--- src/design/dpv_pkg.sv ---
// ----------------------------------------------------------------------------
// dpv_pkg
// Shared types and constants of the Doppler peak velocity unit.
// ----------------------------------------------------------------------------
package dpv_pkg;

  localparam int unsigned CFG_IDX_W   = 3;
  localparam int unsigned CFG_DATA_W  = 32;
  localparam int unsigned GATE_OUT_W  = 10;
  localparam int unsigned PEAK_OUT_W  = 9;
  localparam int unsigned POWER_W     = 32;
  localparam int unsigned QUEUE_DEPTH = 4;
  localparam int unsigned QCNT_W      = $clog2(QUEUE_DEPTH + 1);

  typedef enum logic [CFG_IDX_W-1:0] {
    CFG_AOM_BIN         = 3'd0,
    CFG_BAND_HALF_WIDTH = 3'd1,
    CFG_FREQ_STEP_HZ    = 3'd2,
    CFG_AOM_FREQ_HZ     = 3'd3,
    CFG_VELOCITY_GAIN   = 3'd4
  } cfg_idx_e;

  typedef struct packed {
    logic [8:0]  aom_bin;
    logic [8:0]  band_half_width;
    logic [23:0] freq_step_hz;
    logic [29:0] aom_freq_hz;
    logic [31:0] velocity_gain;
  } cfg_t;

  typedef enum logic [2:0] {
    BK_IDLE,
    BK_DIFF,
    BK_MUL,
    BK_SUM,
    BK_OUT
  } back_state_e;

endpackage

--- src/design/dpv_if.sv ---


interface dpv_out_if;
  logic               valid;
  logic               ready;
  logic [9:0]         gate_index;
  logic [8:0]         peak_bin;
  logic signed [31:0] velocity_mm_s;

  modport source (output valid, gate_index, peak_bin, velocity_mm_s, input ready);
  modport sink   (input valid, gate_index, peak_bin, velocity_mm_s, output ready);
endinterface

--- src/design/dpv_back.sv ---
// ----------------------------------------------------------------------------
// dpv_back
// Per-gate velocity: frequency offset times gain, rounded and saturated.
// ----------------------------------------------------------------------------
module dpv_back #(
  parameter int unsigned NUM_BINS = 512
) (
  input  logic                                              clk_i,
  input  logic                                              rst_ni,
  input  dpv_pkg::cfg_t                                     cfg_i,
  input  logic                                              q_empty_i,
  input  logic [dpv_pkg::GATE_OUT_W+$clog2(NUM_BINS)-1:0]   q_head_i,
  output logic                                              q_pop_o,
  dpv_out_if.source                                         out_o
);

  localparam int unsigned BW = $clog2(NUM_BINS);
  localparam int unsigned FW = BW + 24;
  localparam int unsigned MW = (FW > 30) ? FW : 30;
  localparam int unsigned PW = MW + 16;
  localparam int unsigned SW = MW + 18;
  localparam int unsigned RW = SW - 16;

  dpv_pkg::back_state_e state_q, state_d;

  logic [BW-1:0]     peak_q;
  logic [9:0]        gate_q;
  logic [FW-1:0]     f_q;
  logic [MW-1:0]     f_x, a_x, mag_q;
  logic              pos_q;
  logic [PW-1:0]     hi_q, lo_q;
  logic [SW-1:0]     sum;
  logic [RW-1:0]     m;
  logic [31:0]       vel_d, vel_q;
  logic [BW+8:0]     peak_ext;

  assign q_pop_o = (state_q == dpv_pkg::BK_IDLE) && !q_empty_i;

  always_comb begin
    state_d = state_q;
    case (state_q)
      dpv_pkg::BK_IDLE: if (!q_empty_i) state_d = dpv_pkg::BK_DIFF;
      dpv_pkg::BK_DIFF: state_d = dpv_pkg::BK_MUL;
      dpv_pkg::BK_MUL:  state_d = dpv_pkg::BK_SUM;
      dpv_pkg::BK_SUM:  state_d = dpv_pkg::BK_OUT;
      dpv_pkg::BK_OUT:  if (out_o.ready) state_d = dpv_pkg::BK_IDLE;
      default:          state_d = dpv_pkg::BK_IDLE;
    endcase
  end

  always_ff @(posedge clk_i or negedge rst_ni) begin
    if (!rst_ni) begin
      state_q <= dpv_pkg::BK_IDLE;
    end else begin
      state_q <= state_d;
    end
  end

  assign f_x = MW'(f_q);
  assign a_x = MW'(cfg_i.aom_freq_hz);

  // magnitude rounded half up: (hi + lo/2^16 + 2^15) / 2^16
  always_comb begin
    sum = SW'(hi_q) + SW'(lo_q[PW-1:16]) + SW'(32'h0000_8000);
    m   = sum[SW-1:16];
    if (pos_q) begin
      vel_d = (m >= RW'(32'h8000_0000)) ? 32'h8000_0000 : (32'd0 - m[31:0]);
    end else begin
      vel_d = (m > RW'(32'h7FFF_FFFF)) ? 32'h7FFF_FFFF : m[31:0];
    end
  end

  always_ff @(posedge clk_i) begin
    if (q_pop_o) begin
      peak_q <= q_head_i[BW-1:0];
      gate_q <= q_head_i[BW+9:BW];
      f_q    <= FW'(q_head_i[BW-1:0]) * FW'(cfg_i.freq_step_hz);
    end
    if (state_q == dpv_pkg::BK_DIFF) begin
      pos_q <= (f_x > a_x);
      mag_q <= (f_x > a_x) ? (f_x - a_x) : (a_x - f_x);
    end
    if (state_q == dpv_pkg::BK_MUL) begin
      hi_q <= PW'(mag_q) * PW'(cfg_i.velocity_gain[31:16]);
      lo_q <= PW'(mag_q) * PW'(cfg_i.velocity_gain[15:0]);
    end
    if (state_q == dpv_pkg::BK_SUM) begin
      vel_q <= vel_d;
    end
  end

  assign peak_ext            = {9'd0, peak_q};
  assign out_o.valid         = (state_q == dpv_pkg::BK_OUT);
  assign out_o.gate_index    = gate_q;
  assign out_o.peak_bin      = peak_ext[8:0];
  assign out_o.velocity_mm_s = $signed(vel_q);

endmodule

--- src/flat_wrapper.sv ---
// flat-port wrapper written by rule: the top's interface ports become plain ports
module dpv_back_flat 
#(
  parameter int unsigned NUM_BINS = 512
)
  (clk_i, rst_ni, cfg_i, q_empty_i, q_head_i, q_pop_o, out_o_valid, out_o_gate_index, out_o_peak_bin, out_o_velocity_mm_s, out_o_ready);
  dpv_out_if out_o_i ();
  input  logic clk_i;
  input  logic rst_ni;
  input  dpv_pkg::cfg_t cfg_i;
  input  logic q_empty_i;
  input  logic [dpv_pkg::GATE_OUT_W+$clog2(NUM_BINS)-1:0] q_head_i;
  output logic q_pop_o;
  output wire logic [$bits(out_o_i.valid)-1:0] out_o_valid;
  output wire logic [$bits(out_o_i.gate_index)-1:0] out_o_gate_index;
  output wire logic [$bits(out_o_i.peak_bin)-1:0] out_o_peak_bin;
  output wire logic [$bits(out_o_i.velocity_mm_s)-1:0] out_o_velocity_mm_s;
  input wire logic [$bits(out_o_i.ready)-1:0] out_o_ready;
  assign out_o_valid = out_o_i.valid;
  assign out_o_gate_index = out_o_i.gate_index;
  assign out_o_peak_bin = out_o_i.peak_bin;
  assign out_o_velocity_mm_s = out_o_i.velocity_mm_s;
  assign out_o_i.ready = out_o_ready;
  dpv_back #(.NUM_BINS(NUM_BINS)) u_core (.clk_i(clk_i), .rst_ni(rst_ni), .cfg_i(cfg_i), .q_empty_i(q_empty_i), .q_head_i(q_head_i), .q_pop_o(q_pop_o), .out_o(out_o_i));
endmodule
--- config.mk ---
export PLATFORM = sky130hd
export DESIGN_NAME = dpv_back_flat
export DESIGN_NICKNAME = d
export VERILOG_FILES = /design/src/design/dpv_pkg.sv /design/src/design/dpv_if.sv /design/src/design/dpv_back.sv /design/src/flat_wrapper.sv
export SDC_FILE = /design/constraint.sdc
export NUM_CORES = 2
export LEC_CHECK = 0
export BUFFER_PORTS_ARGS = -buffer_cell sky130_fd_sc_hd__buf_2
export CORE_ASPECT_RATIO = 1.25
export CORE_MARGIN = 10
export CORE_UTILIZATION = 36
export DETAILED_ROUTE_END_ITERATION = 8
export GPL_TIMING_DRIVEN = 0
export PLACE_DENSITY = 0.54
export SYNTH_ARGS = -nofsm -noshare
export SYNTH_HDL_FRONTEND = slang
export SYNTH_SLANG_ARGS = --single-unit
--- constraint.sdc ---
create_clock -name clk_i -period 18.4 [get_ports clk_i]
set_clock_uncertainty 0.2 [all_clocks]
set_input_delay 5.52 -clock clk_i [delete_from_list [all_inputs] [get_ports clk_i]]
set_output_delay 5.52 -clock clk_i [all_outputs]
set_load 0.01 [all_outputs]
==> metrics.md <==
| Metric | Value |
|---|---|
| DRC errors left | `0` |
| Std-Cell Rows | `156` |
| Global Route met1 Usage | `0.241` |
| Drt first-iter violations | `approximately 2,300` |
| Max incr delay on CP | `approximately 730 ps` |
| Post-Syn Nets | `~7,300` |
| WHS Path Cells | `1` |
| Clock slew at reported path FFs | `about 60 ps` |
| Final WL | `176,000 um` |
| Hold worst-path end | `u_core.state_q[0]` |
| Endpoints failing hold | `0` |
| HP Start | `u_core.state_q[0]` |
| Clock root buffer | `clkbuf_16` |
| Status | `complete, no violations` |
| Setup bufs post-CTS | `0` |
| Fraction of layout cells with a size suffix above 1 | `0.0464` |
| Via count | `just over 40,000` |
| Mapped cell area | `0.0521 mm2` |
| Startpoint types | `input pin` |
| Critical path's slowest cell | `o21ai_0` |
| Die height | `445 um` |
| Port bufs | `around 140` |
| GR peak layer | `met2` |
| Core box area | `0.144 mm2` |
| CTS H-Tree Depth | `1` |
| Type of the most critical hold path | `register to register` |
| Commonest cells after routing, fill and taps aside | `1,157 x inv_1, 1,020 x fa_1, 903 x nand2_1` |
| Delay-heaviest family, CP | `compound AO/OA/AOI/OAI gates` |
| Die area | `0.161 mm2` |
| Setup TNS Final | `0 ps` |
| Most common cell after layout, fill and taps aside | `inv_1` |
| Cell mode on critical path | `fa_1` |
| Mapped Cells | `5,798` |
| Achievable Freq | `70.4 MHz` |
| Final setup fails | `0` |
| Crit path buf inv count | `7` |
| #FFs+latches synth | `203` |
| Number of synthesized flops with an enable pin | `200` |
| Hold Slack | `between 300 and 400 ps` |
| Initial antenna violation count | `47` |
| Cts hold-fix bufs | `0` |
| Worst reg2reg path depth | `26` |
| Antenna viol nets, final | `0` |
| Worst-margin pin slew | `1410 ps` |
| GRT overflow | `0` |
| # clock sinks | `203` |
| Slew margin rel. | `0.0604` |
| Post-cts resize count | `0` |
| I/O pins | `180` |
| Tcrit/Tclk final | `0.772` |
| Area growth syn-to-layout | `8.18%` |
| Vias in the first global route | `43,800` |
| First-pass GRT wire length | `267,000 um` |
| Seq/Total Area, Yosys | `0.117` |
| Initial Util | `0.361` |
| TritonCTS clock tree | `built` |
| Worst R2R Setup Slack | `about 8300 ps` |
| Die X | `between 300 and 400 um` |
| Vias per cell | `5.14` |
| Met3 usage | `0.0410` |
| Syn_area_per_cell | `8.99 um2` |
| Global-route usage over all layers | `0.218` |
| Dominant synthesized flop cell | `edfxtp_1` |
| # nets final | `7,521` |
| Largest net degree at the start of global routing | `15` |
| Placer congestion estimate | `0.956` |
| Per-cell routed wire length | `22.2 um` |
| GRT met2 Usage | `0.396` |
| DP HPWL | `150,000 um` |
| Yosys Warn Count | `0` |
| Clock buffer count from CTS | `28` |
| CP Data Arrival Time | `roughly 14,000 ps` |
| # fillers | `14,700` |
| Kind of critical path | `input pin to register` |
| RSZ-0062 raised after global routing | `no` |
| Crit end category | `register` |
| Required @ worst endpoint | `about 19,000 ps` |
| Final Critical Period | `14,200 ps` |
| Final slew viol count | `0` |
| Post-synth cell types | `93` |
| Worst r2r src | `u_core.mag_q[10]` |
| Async SR Flop Fraction | `0.0148` |
| Worst-path maximum fanout | `10` |
| Worst-Skew Late Latency | `640 ps` |
| First-pass DRT Iterations | `6` |
| Max-Cap Viols | `0` |
| Clock Tree Buf Depth | `3` |
| Reg2Reg Capture Point | `u_core.lo_q[48]` |
## cells by family after synthesis
kind of cell,Yosys count,synth area share
simple gates,1908,0.178
flops,203,0.117
compound gates,626,0.0802
mux,31,0.00619
xor+xnor,170,0.0293
buf+inv,1453,0.105
fa+ha+maj,1407,0.485
## cells in the mapped netlist (55+ instances only)
master,instances,area [um2]
inv_1,1157,4340
and2_1,519,3250
nor2_1,142,533
nand3_1,66,330
a21o_1,79,593
clkbuf_1,285,1070
o21ai_0,113,566
edfxtp_1,200,6010
nor3_1,68,340
ha_1,387,4840
xnor2_1,111,972
fa_1,1020,20400
nand2_1,903,3390
a21oi_1,181,906
xor2_1,55,482
## how the worst max path moves through the flow
stage / startpoint / to / slack, ps / cells after the start
finish: cfg_i[8] / u_core.lo_q[48] / 4200 / 28
global route: cfg_i[6] / u_core.lo_q[48] / 3700 / 27
CTS: cfg_i[8] / u_core.lo_q[48] / 4160 / 28
detailed placement: cfg_i[1] / u_core.lo_q[48] / 3510 / 26
global placement: q_empty_i / q_pop_o / -2330 / 3
floorplan: q_empty_i / q_pop_o / 1950 / 1
## per-layer routing
| metal | share of wire | vias to the layer above |
|---|---|---|
| met1 | 0.37 | 20500 |
| met2 | 0.50 | 1320 |
| met4 | 0.066 | 62 |
| met5 | 0.0026 | - |
| li1 | - | 18300 |
| met3 | 0.062 | 509 |
## stage by stage
step / setup slack, ps / instances / instance area (um2) / util
floorplan: 1950 / 5798 / 52100 / -
detailed placement: 3510 / 7853 / 55400 / 0.384
CTS: 4160 / 7904 / 56400 / 0.391
finish: 4200 / 7911 / 56400 / 0.391
global route: 3700 / 7908 / 56400 / 0.391
global placement: -2330 / 7833 / 55200 / 0.383
## final cells by class
cell class	instances	area, um2	share of cell area
timing repair buffer	159	891	0.0158
clock inverter	20	251	0.00446
inverter	1157	4340	0.0770
antenna	7	17.5	0.000311
multi-input combinational	4142	40600	0.720
tap	1896	2370	0.0421
clock buffer	31	712	0.0126
sequential	203	6080	0.108
buffer	296	1130	0.0201
## registers in the layout (all words and copies together) (netlist names)
signal	cells
u_core.mag_q	33
u_core.hi_q	49
u_core.pos_q	1
u_core.out_o.gate_index	10
u_core.state_q	3
u_core.out_o.velocity_mm_s	32
u_core.out_o.peak_bin	9
u_core.lo_q	33
u_core.f_q	33
Power is not shown: default switching activity piles up to over one toggle a cycle in this logic, so the estimate is an artifact.
