[src/design/dpv_queue.sv]
// ----------------------------------------------------------------------------
// dpv_queue
// Short FIFO of finished gates between peak search and velocity math.
// ----------------------------------------------------------------------------
module dpv_queue #(
  parameter int unsigned WIDTH = 19,
  parameter int unsigned DEPTH = 4
) (
  input  logic                         clk_i,
  input  logic                         rst_ni,
  input  logic                         push_i,
  input  logic [WIDTH-1:0]             push_data_i,
  input  logic                         pop_i,
  output logic [WIDTH-1:0]             head_o,
  output logic                         empty_o,
  output logic [$clog2(DEPTH+1)-1:0]   count_o
);

  localparam int unsigned PW   = $clog2(DEPTH);
  localparam int unsigned CNTW = $clog2(DEPTH + 1);

  logic [WIDTH-1:0] slot_q [DEPTH];
  logic [PW-1:0]    wr_q, wr_d, rd_q, rd_d;
  logic [CNTW-1:0]  cnt_q, cnt_d;

  always_comb begin
    wr_d  = wr_q;
    rd_d  = rd_q;
    cnt_d = cnt_q;
    if (push_i) begin
      wr_d = (wr_q == PW'(DEPTH - 1)) ? '0 : wr_q + PW'(1);
    end
    if (pop_i) begin
      rd_d = (rd_q == PW'(DEPTH - 1)) ? '0 : rd_q + PW'(1);
    end
    if (push_i && !pop_i) begin
      cnt_d = cnt_q + CNTW'(1);
    end else if (!push_i && pop_i) begin
      cnt_d = cnt_q - CNTW'(1);
    end
  end

  always_ff @(posedge clk_i or negedge rst_ni) begin
    if (!rst_ni) begin
      wr_q  <= '0;
      rd_q  <= '0;
      cnt_q <= '0;
    end else begin
      wr_q  <= wr_d;
      rd_q  <= rd_d;
      cnt_q <= cnt_d;
    end
  end

  always_ff @(posedge clk_i) begin
    if (push_i) begin
      slot_q[wr_q] <= push_data_i;
    end
  end

  assign head_o  = slot_q[rd_q];
  assign empty_o = (cnt_q == '0);
  assign count_o = cnt_q;

endmodule

[config.mk]
export PLATFORM = sky130hd
export DESIGN_NAME = dpv_queue
export DESIGN_NICKNAME = d
export VERILOG_FILES = /design/src/design/dpv_queue.sv
export SDC_FILE = /design/constraint.sdc
export NUM_CORES = 1
export LEC_CHECK = 0
export BUFFER_PORTS_ARGS = -buffer_cell sky130_fd_sc_hd__clkbuf_2
export CELL_PAD_IN_SITES_DETAIL_PLACEMENT = 1
export CELL_PAD_IN_SITES_GLOBAL_PLACEMENT = 2
export CORE_MARGIN = 3
export CORE_UTILIZATION = 43
export DETAILED_ROUTE_END_ITERATION = 12
export PLACE_DENSITY_LB_ADDON = 0.1
export SYNTH_ARGS = -nofsm -noshare
export SYNTH_HDL_FRONTEND = slang
export SYNTH_SLANG_ARGS = --single-unit
[constraint.sdc]
create_clock -name clk_i -period 2.3 [get_ports clk_i]
set_clock_uncertainty 0.2 [all_clocks]
set_input_delay 0.115 -clock clk_i [delete_from_list [all_inputs] [get_ports clk_i]]
set_output_delay 0.115 -clock clk_i [all_outputs]
set_load 0.01 [all_outputs]
==> summary.md, run 1 <==
| Metric | Value |
|---|---|
| Hold Crit Depth | 1 |
| Hold Path Sink | count_o[2] |
| Mean area per synthesized cell | 23.34 sq um |
| Placer Congestion | 0.6438 |
| Total CTS buffers | 9 |
| Synth-to-Final Area Change | 26.73% |
| CP max stage delay | 0.58 ns |
| First-pass GRT wire length | 9377 um |
| Reg-to-reg endpoint | slot_q[0][4] |
| R2r startpoint | wr_q[0] |
| Final Util | 0.5750 |
| Synthesized Nets | 165 |
| Remaining DRCs | 0 |
| Worst-path maximum fanout | 7 |
| Initial Util | 0.4537 |
| Setup violators final | 0 |
| Core footprint | 6944 sq um |
| Rel. slew slack | 0.7260 |
| TritonCTS Sinks | 83 |
| Setup WS post-layout | 0.2172 ns |
| GRT Residual Overflow | 0 |
| Number of global-route vias before repair | 1,758 |
| Worst hold path class | flop to flop |
| Largest net degree at the start of global routing | 20 |
| Fin. Hold Viols | 0 |
| Mapped cell area | 3151 sq um |
| Maximum VDD drop | 0.5224 mV |
| Worst r2r path cells | 4 |
| Share of cells above drive strength 1 | 0.4063 |
| Vias | 1,556 |
| Clock Tree Root | clkbuf_8 |
| Slowest-stage cell, CP | mux4_1 |
| Ports | 46 |
| Post-layout nets | 249 |
| Die H | 91.60 um |
| RSZ-0062 raised after global routing | no |
| PwrDens | 1155 nW/um^2 |
| Final ANT Viol Nets | 0 |
| Final min period | 2.083 ns |
| Routed WL per cell | 17.94 um |
| Num rows | 30 |
| Reg2reg setup slack | 0.69 ns |
| Sum Neg Setup Slack | 0 ns |
| N_diodes | 0 |
| Clk_lat worst skew | 0.33 ns |
| H-tree Lvls | 3 |
| CP startpoint kind | flop |
| Placed cells | 281 |
| Commonest cells after routing, fill and taps aside | edfxtp_1, clkbuf_2, dlygate4sd3_1 |
| Distinct cell type count after synthesis | 17 |
| DIE AREA | 8390 sq um |
| Synth warn | 0 |
| Total GRT Usage | 0.1504 |
| Most common cell after layout, fill and taps aside | edfxtp_1 |
| Initial antenna violation count | 0 |
| Critical path arrival | 1.77 ns |
| Final Max Tran Viols | 0 |
| Final WL | 5740 um |
| DRT iter0 DRCs | 54 |
| Crit path max-delay family | multiplexers |
| Sequential area share after synthesis | 0.7800 |
| PortBufs | 45 |
| Achievable frequency | 0.4801 GHz |
| Hold_sp | count_o[2] |
| Crit path launch | rd_q[0] |
| CTS clk-pin slew, worst paths | 0.08 ns |
| CTS Buffer Depth | 2 |
| CTS tree | yes |
| Worst setup EP type | output pin |
| Crit Path Category | flop to output pin |
| Max Cap Violations | 0 |
| Post-DR vias/cell | 4.863 |
| First drt pass iteration count | 4 |
| Yosys reg bits | 83 |
| Slew @ Worst Pin | 0.4110 ns |
| Detail Placement HPWL | 3781 um |
| Status | finished clean |
| Post-place setup slack | 0.4325 ns |
| CP Cell Sequence | buf_4 > mux4_1 > clkbuf_2 |
| Die extent in x | 91.60 um |
| Post-CTS setup buffers | 0 |
| Crit path buffers/inverters | 2 |
| Final Non-Filler Cells | 320 |
| Required time of the worst setup path | 1.99 ns |
| Static Leak | 1.462 nW |
| Final cycle utilization of the critical path | 0.9056 |
| Gate Count Post-Synth | 135 |
==> where the power goes <==
group	switching [mW]	leakage, nW	internal [mW]
Sequential	0.155	0.780	1.95
Combinational	0.677	0.576	0.715
Clock	0.500	0.106	0.613
==> how the worst max path moves through the flow <==
stage                    to  slack (ns)  cells past startpoint
4_1_cts           head_o[5]        0.06                      3
3_3_place_gp      head_o[5]        0.48                      3
3_5_place_dp      head_o[5]        0.43                      3
5_1_grt           head_o[5]         0.1                      3
6_report          head_o[5]        0.22                      3
2_1_floorplan  slot_q[2][0]        0.61                      3
==> final cells by class <==
| class | instances | area, sq um |
|---|---|---|
| clock buffers | 10 | 127.6 |
| clock inverters | 6 | 90.09 |
| fillers | 627 | 2952 |
| inverters | 4 | 15.01 |
| multi-input cells | 44 | 645.6 |
| flip-flops and latches | 83 | 2459 |
| well taps | 96 | 120.1 |
| repair buffers | 77 | 535.5 |
==> registers in the layout, summed over array words and instances (netlist names) <==
name     count
wr_q         2
count_o      3
rd_q         2
slot_q      76
==> metrics by stage <==
step / hold slack (ns) / power [mW] / instance area (sq um)
6_report: 0.3193 / 4.611 / 3993
5_1_grt: 0.3360 / 4.885 / 3993
4_1_cts: 0.3271 / 4.692 / 3991
3_5_place_dp: -0.2281 / 3.541 / 3543
3_3_place_gp: -0.2349 / 3.482 / 3543
2_1_floorplan: -0.3806 / 2.979 / 3151
==> worst reg2reg max path: cells and delay by family, from the launching register on <==
family	cells	cell delay, ns
fa+ha+maj	1	0.14
flops	1	0.42
buf+inv	2	0.41
simple gates	1	0.11
==> logic make-up (layout without fill, tap and decap cells) <==
| logic type | count (synthesis) | in the layout | share of synthesized area |
|---|---|---|---|
| buffers and inverters | 8 | 97 | 0.01509 |
| xor gates and xnor gates | 3 | 3 | 0.008341 |
| adders and majority gates | 7 | 7 | 0.03018 |
| muxes | 22 | 22 | 0.1477 |
| DFF | 83 | 83 | 0.7800 |
| and+or+nand+nor | 10 | 10 | 0.01549 |
| AOI/OAI and AO/OA | 2 | 2 | 0.003177 |
==> what timing repair did <==
action | 4_1_cts | 5_1_grt
hold buffers | 23 | 0
gates resized for setup | 0 | 1
hold endpoints to repair | 87 | 0
endpoints found under the setup margin | 0 | 1
==> Yosys cell counts <==
master,count,area [sq um]
and2_1,4,25.02
buf_2,2,10.01
buf_6,2,22.52
dfrtp_1,7,175.2
edfxtp_1,76,2282
fa_1,1,20.02
ha_1,6,75.07
inv_1,4,15.01
mux2_2,3,33.78
mux4_1,1,26.28
mux4_2,18,405.4
nand2_1,2,7.510
nor2_1,3,11.26
nor3_1,1,5.000
o21ai_0,2,10.01
xnor2_1,1,8.760
xor2_1,2,17.52
==> layer usage <==
layer | global-route usage | vias up | share of wire
li1 | - | 715 | -
met2 | 0.2495 | 30 | 0.52
met4 | 0.04899 | 0 | 0.013
met3 | 0.04060 | 6 | 0.043
met1 | 0.1922 | 805 | 0.43
met5 | 0 | - | 0
Note: power is estimated with default switching activity, not from simulation.
==> inputs of run 2 (changes only) <==
--- a/config.mk
+++ b/config.mk
@@ -5,11 +5,12 @@
 export SDC_FILE = /design/constraint.sdc
 export NUM_CORES = 1
 export LEC_CHECK = 0
+export ABC_AREA = 1
 export BUFFER_PORTS_ARGS = -buffer_cell sky130_fd_sc_hd__clkbuf_2
 export CELL_PAD_IN_SITES_DETAIL_PLACEMENT = 1
 export CELL_PAD_IN_SITES_GLOBAL_PLACEMENT = 2
 export CORE_MARGIN = 3
-export CORE_UTILIZATION = 43
+export CORE_UTILIZATION = 25
 export DETAILED_ROUTE_END_ITERATION = 12
 export PLACE_DENSITY_LB_ADDON = 0.1
 export SYNTH_ARGS = -nofsm -noshare
==> summary.md, run 2 <==
| Metric | Value |
|---|---|
| Status | finished clean |
| Placer Congestion | 0.6683 (+3.8%) |
| Slew @ Worst Pin | 0.4344 ns (+0.02345 ns) |
| Remaining DRCs | 0 (unchanged) |
| Final cycle utilization of the critical path | 0.8374 (-0.06817) |
| Mux contribution to synthesized area | 0 (-0.1477) |
| Final WL | 7795 um (+36%) |
| TritonCTS Sinks | 83 (unchanged) |
| Crit Path Category | flop to output pin |
| Final Max Tran Viols | 0 (unchanged) |
| Total GRT Usage | 0.1069 (-0.04348) |
| Total CTS buffers | 9 (unchanged) |
| Commonest cells in the netlist | edfxtp_1, nand2_1, inv_1 |
| Met3 Use GR | 0.02502 (-0.01558) |
| Share of the synthesized area in the top cell type | 0.6360 (-0.08840) |
| Detail Placement HPWL | 5050 um (+34%) |
| RSZ-0062 raised after global routing | no |
| Worst hold path class | flop to flop |
| First-pass GRT wire length | 12,790 um (+36%) |
| Setup WS post-layout | 0.3740 ns (+0.1568 ns) |
| CTS clk-pin slew, worst paths | 0.06 ns (-0.02 ns) |
| Post-layout nets | 380 (+53%) |
| Vias | 2,157 (+39%) |
| Post-CTS setup buffers | 0 (unchanged) |
| DIE AREA | 15,830 sq um (+89%) |
| Core footprint | 13,930 sq um (+100%) |
| Most common cell in the synthesized netlist | edfxtp_1 |
| Post-synth top area cell | edfxtp_1 |
| Commonest cells after routing, fill and taps aside | edfxtp_1, nand2_1, inv_1 |
| Gate Count Post-Synth | 273 (+100%) |
| Initial antenna violation count | 0 (unchanged) |
| # resized after CTS | 0 (unchanged) |
| Maximum VDD drop | 0.3725 mV (-29%) |
| Largest reg by FF count | slot_q |
| Yosys reg bits | 83 (unchanged) |
| Sequential area share after synthesis | 0.6848 (-0.09519) |
| Static Leak | 1.931 nW (+32%) |
| Routed WL per cell | 14.60 um (-19%) |
| Xor/xnor cell area share of the yosys netlist | 0.002441 (-0.005899) |
| Sum Neg Setup Slack | 0 ns (unchanged) |
| Max Cap Violations | 0 (unchanged) |
| Clk_lat worst skew | 0.33 ns (about the same) |
| GR Util met1 | 0.1470 (-0.04516) |
| Num rows | 43 (+43%) |
| Critical path arrival | 1.61 ns (-0.16 ns) |
| Die H | 125.8 um (+37%) |
| Final ANT Viol Nets | 0 (unchanged) |
| Achievable frequency | 0.5192 GHz (+8.1%) |
| CTS tree | yes |
| Worst-path maximum fanout | 14 (+7) |
| Required time of the worst setup path | 1.99 ns (about the same) |
| First drt pass iteration count | 4 (unchanged) |
| Synth Area in Compound Gates | 0.1255 (+0.1223) |
| Final min period | 1.926 ns (-0.1568 ns) |
| CP startpoint kind | flop |
| Post-synth EDFFs | 76 (unchanged) |
| Distinct cell type count after synthesis | 18 (+1) |
| Synth-to-Final Area Change | 27.30% |
| Number of global-route vias before repair | 2,264 (+29%) |
| Ports | 46 (unchanged) |
| Share of cells above drive strength 1 | 0.2712 (-0.1351) |
| Mapped cell area | 3588 sq um (+14%) |
| Setup violators final | 0 (unchanged) |
| GRT Residual Overflow | 0 (unchanged) |
| Met2 GRT Util | 0.1595 (-0.09001) |
| Ys flop type | edfxtp_1 |
| Fin. Hold Viols | 0 (unchanged) |
| Synthesized Nets | 303 (+84%) |
| CTS Buffer Depth | 2 (unchanged) |
| Most common cell after layout, fill and taps aside | edfxtp_1 |
| H-tree Lvls | 3 (unchanged) |
| Mean area per synthesized cell | 13.14 sq um (-44%) |
| Post-DR vias/cell | 4.039 (-17%) |
| Total power | 5.187 mW (+12%) |
| Synth Area in Simple Gates | 0.08194 (+0.06645) |
| Synth warn | 0 (unchanged) |
| Clock Tree Root | clkbuf_16 |
| Largest cells by area after synthesis | edfxtp_1, o211ai_2, nand2_1 |
| Main combinational cell family by area after synthesis | compound AO/OA/AOI/OAI gates |
| Layer with the highest usage | met2 |
| Die extent in x | 125.8 um (+37%) |
| Synth Area in Adders | 0.02650 (-0.003683) |
| Initial Util | 0.2575 (-0.1962) |
| Worst setup EP type | output pin |
| PortBufs | 45 (unchanged) |
| Rel. slew slack | 0.7101 (-0.01595) |
| Max reg flops | 76 (unchanged) |
| N_diodes | 0 (unchanged) |
| Largest net degree at the start of global routing | 26 (+30%) |
| Async S/R FF share, synth | 0.08434 (unchanged) |
| PwrDens | 1136 nW/um^2 (-1.7%) |
| Post-place setup slack | 0.6382 ns (+0.2057 ns) |
| DRT iter0 DRCs | 52 (-3.7%) |
## run 2: cell types whose count changed in the layout (fill, tap and decap cells not counted), moves of 3 or more
cell	previous run	this run
buf_12	1	5
buf_4	8	5
mux2_2	3	0
clkbuf_16	0	9
nand2_1	2	72
inv_1	4	50
clkbuf_8	9	0
mux4_2	18	0
o211ai_1	0	9
o211ai_2	0	29
and2_1	4	0
## run 2: path summary, 6_finish.rpt
kind / from / end / slack [ns] / cells past startpoint
hold reg to reg: count_o[2] / count_o[2] / 0.34 / 2
setup reg to reg: wr_q[1] / slot_q[1][7] / 0.66 / 5
min in group asynchronous: rst_ni / count_o[2] / 0.54 / 3
hold / removal: count_o[2] / count_o[2] / 0.34 / 2
max in group asynchronous: rst_ni / wr_q[0] / 1.10 / 3
setup / recovery: rd_q[1] / head_o[3] / 0.37 / 5
## run 2: cell type report
class | count | area [sq um]
Timing Repair Buffer | 78 | 593.1
Multi-Input combinational cell | 127 | 848.3
Inverter | 51 | 191.4
Clock buffer | 12 | 236.5
Fill cell | 1510 | 9366
Sequential cell | 83 | 2457
Tap cell | 180 | 225.2
Clock inverter | 3 | 16.27
## run 2: cell families after synthesis
logic type / count (synthesis)
compound gates: 42
xor+xnor: 1
fa+ha+maj: 7
buf+inv: 63
flops: 83
simple gates: 77
## run 2: worst max-delay path, cell delays in order (launching register included)
cell      delay (ns)
dfrtp_1         0.37
inv_1           0.33
buf_12          0.23
o211ai_2        0.10
nand2_1         0.11
clkbuf_2        0.15
## run 2: power by group
group          switching [mW]  total (mW)  leakage (nW)  internal (mW)
clock network           0.551        1.27         0.120          0.721
logic                    1.14        1.86          1.03          0.712
registers               0.110        2.06         0.783           1.95
total                    1.80        5.19          1.93           3.38
## run 2: timing repair
action	4_1_cts	5_1_grt
hold buffers	23	0
setup endpoints to repair	0	0
endpoints found under the hold margin	87	0
## run 2: metrics by stage
stage	hold slack [ns]	instance area, sq um	cells	util
5_1_grt	0.3398	4568	534	0.3278
6_report	0.3447	4568	534	0.3278
3_3_place_gp	-0.2286	4085	496	0.2932
4_1_cts	0.3371	4568	534	0.3278
3_5_place_dp	-0.2196	4085	496	0.2932
2_1_floorplan	-0.3806	3588	273	-
## run 2: metal layers
metal	routed length (um)	part of all wire	vias to the layer above
met2	3592	0.46	38
met1	3761	0.48	1021
met5	0	0	-
li1	-	-	1086
met3	268	0.034	12
met4	172	0.022	0
==> inputs of run 3 (changes only) <==
--- a/config.mk
+++ b/config.mk
@@ -5,7 +5,7 @@
 export SDC_FILE = /design/constraint.sdc
 export NUM_CORES = 1
 export LEC_CHECK = 0
-export ABC_AREA = 1
+export ABC_AREA = 0
 export BUFFER_PORTS_ARGS = -buffer_cell sky130_fd_sc_hd__clkbuf_2
 export CELL_PAD_IN_SITES_DETAIL_PLACEMENT = 1
 export CELL_PAD_IN_SITES_GLOBAL_PLACEMENT = 2
==> constraint.sdc (replaced) <==
create_clock -name clk_i -period 1.6 [get_ports clk_i]
set_clock_uncertainty 0.2 [all_clocks]
set_input_delay 0.08 -clock clk_i [delete_from_list [all_inputs] [get_ports clk_i]]
set_output_delay 0.08 -clock clk_i [all_outputs]
set_load 0.01 [all_outputs]
==> summary.md, run 3 (same netlist as run 1, synthesis figures left out) <==
| Metric | Value |
|---|---|
| Status | finished with violations |
| Remaining DRCs | 0 (unchanged) |
| Vias | 1,644 (-24%) |
| Fin. Hold Viols | 0 (unchanged) |
| Routed WL per cell | 16.16 um (+11%) |
| Critical path arrival | 1.61 ns (about the same) |
| Initial Util | 0.2591 (+0.001534) |
| First drt pass iteration count | 4 (unchanged) |
| DRT iter0 DRCs | 48 (-7.7%) |
| Total CTS buffers | 9 (unchanged) |
| Setup WS post-layout | -0.2869 ns (-0.6609 ns) |
| Post-DR vias/cell | 4.049 (+0.25%) |
| Final cycle utilization of the critical path | 1.179 |
| Number of global-route vias before repair | 1,908 (-16%) |
| PwrDens | 1703 nW/um^2 (+50%) |
| Die extent in x | 118.3 um (-6.0%) |
| Post-layout nets | 263 (-31%) |
| Detail Placement HPWL | 4452 um (-12%) |
| Num rows | 40 (-7.0%) |
| H-tree Lvls | 3 (unchanged) |
| CTS clk-pin slew, worst paths | 0.06 ns (about the same) |
| N_diodes | 0 (unchanged) |
| PortBufs | 45 (unchanged) |
| Ports | 46 (unchanged) |
| Worst setup EP type | output pin |
| Hold Crit Depth | 4 (+2) |
| Synth-to-Final Area Change | 39.56% |
| Hold Path Sink | count_o[0] |
| Placed cells | 362 (-27%) |
| Reg2reg setup slack | 0.04 ns (-0.62 ns) |
| Rel. slew slack | 0.7632 (+0.05310) |
| Sum Neg Setup Slack | -4.884 ns (-4.884 ns) |
| GRT Residual Overflow | 0 (unchanged) |
| Post-place setup slack | -0.03742 ns (-0.6756 ns) |
| Achievable frequency | 0.5300 GHz |
| Clock Tree Root | clkbuf_16 |
| Setup violators final | 21 (+21) |
| CTS tree | yes |
| R2r startpoint | wr_q[1] |
| Total GRT Usage | 0.1003 (-0.006619) |
| DIE AREA | 13,990 sq um (-12%) |
| Largest net degree at the start of global routing | 20 (-23%) |
| Static Leak | 1.596 nW (-17%) |
| Share of cells above drive strength 1 | 0.4832 (+0.2120) |
| Clk_lat worst skew | 0.33 ns (about the same) |
| Reg-to-reg endpoint | slot_q[0][5] |
| Slew @ Worst Pin | 0.3541 ns (-0.08034 ns) |
| Final Util | 0.3615 (+0.03370) |
| Max Cap Violations | 0 (unchanged) |
| CP Cell Sequence | buf_12 > mux4_2 > clkbuf_2 |
| Final WL | 6559 um (-16%) |
| Worst hold path class | input pin to flop |
| Die H | 118.3 um (-6.0%) |
| Final ANT Viol Nets | 0 (unchanged) |
| Core footprint | 12,160 sq um (-13%) |
| CP max stage delay | 0.53 ns (+0.16 ns) |
| Area of placed instances | 3769 sq um (-7.7%) |
| RSZ-0062 raised after global routing | yes |
| Crit path buffers/inverters | 2 (-1) |
| Worst r2r path cells | 5 (unchanged) |
| Hold_sp | pop_i |
| Maximum VDD drop | 0.5111 mV (+37%) |
| TritonCTS Sinks | 83 (unchanged) |
| Hold slack | 0.01281 ns (-0.3319 ns) |
| Total power | 7.488 mW (+44%) |
| Final Non-Filler Cells | 406 (-24%) |
| Final min period | 1.887 ns |
| Required time of the worst setup path | 1.32 ns (-0.67 ns) |
| Final Max Tran Viols | 0 (unchanged) |
| Most common cell after layout, fill and taps aside | edfxtp_1 |
| Crit Path Category | flop to output pin |
| Placer Congestion | 0.6262 (-6.3%) |
| Failing checks | negative setup slack |
| Final instance area | 4397 sq um (-3.8%) |
| Largest reg by FF count | slot_q |
| Max reg flops | 76 (unchanged) |
| Fillers | 1,204 (-20%) |
| Commonest cells after routing, fill and taps aside | edfxtp_1, clkbuf_2, dlygate4sd3_1 |
| First-pass GRT wire length | 10,460 um (-18%) |
| Crit path max-delay family | multiplexers |
| Slowest-stage cell, CP | mux4_2 |
| CTS Buffer Depth | 2 (unchanged) |
| CP startpoint kind | flop |
| Worst-path maximum fanout | 9 (-5) |
| Initial antenna violation count | 0 (unchanged) |
[run 3: cell types whose count changed in the layout (fill, tap and decap cells not counted), moves of 5 or more]
cell,before,now
buf_4,5,10
inv_1,50,2
nand2_1,72,2
mux4_2,0,19
o211ai_1,9,0
o211ai_2,29,0
buf_6,0,5
[run 3: timing repair]
| action | 4_1_cts | 5_1_grt |
|---|---|---|
| endpoints found under the hold margin | 88 | 3 |
| pin swaps | 0 | 2 |
| endpoints found under the setup margin | 70 | 79 |
| hold buffers | 23 | 1 |
| resized for setup | 8 | 13 |
| setup buffers | 1 | 2 |
| cloned | 0 | 2 |
[run 3: worst register-to-register path, stage by stage (launching register included)]
cell	delay, ns
dfrtp_1	0.39
buf_6	0.13
inv_4	0.05
ha_2	0.15
and2_4	0.20
clkbuf_16	0.16
[run 3: power breakdown]
part,internal [mW],switching (mW)
clock,1.19,0.766
sequential,2.81,0.174
combinational,1.39,1.16
[run 3: worst max-delay path by stage]
stage	startpoint	end	slack, ns	depth (start not counted)
floorplan	count_o[0]	count_o[2]	0.06	4
detailed placement	rd_q[0]	head_o[16]	-0.04	3
finish	rd_q[0]	head_o[16]	-0.29	3
CTS	rd_q[0]	head_o[16]	-0.32	3
global route	rd_q[0]	head_o[15]	-0.36	3
global placement	rd_q[0]	head_o[16]	-0.02	3
[run 3: metal layers]
layer / GRT usage / up-vias / wire length (um)
met4: 0.05055 / 0 / 132
met1: 0.1156 / 843 / 2742
met2: 0.1722 / 39 / 3462
met5: 0 / - / 0
met3: 0.02584 / 12 / 222
li1: - / 750 / -
[run 3: area by class of cell]
| class | instances | area [sq um] | area share |
|---|---|---|---|
| Tap cell | 168 | 210.2 | 0.04781 |
| Inverter | 4 | 20.02 | 0.004553 |
| Sequential cell | 83 | 2459 | 0.5592 |
| Timing Repair Buffer | 91 | 757.0 | 0.1722 |
| Clock buffer | 9 | 225.2 | 0.05122 |
| Multi-Input combinational cell | 44 | 666.9 | 0.1517 |
| Clock inverter | 7 | 58.81 | 0.01338 |
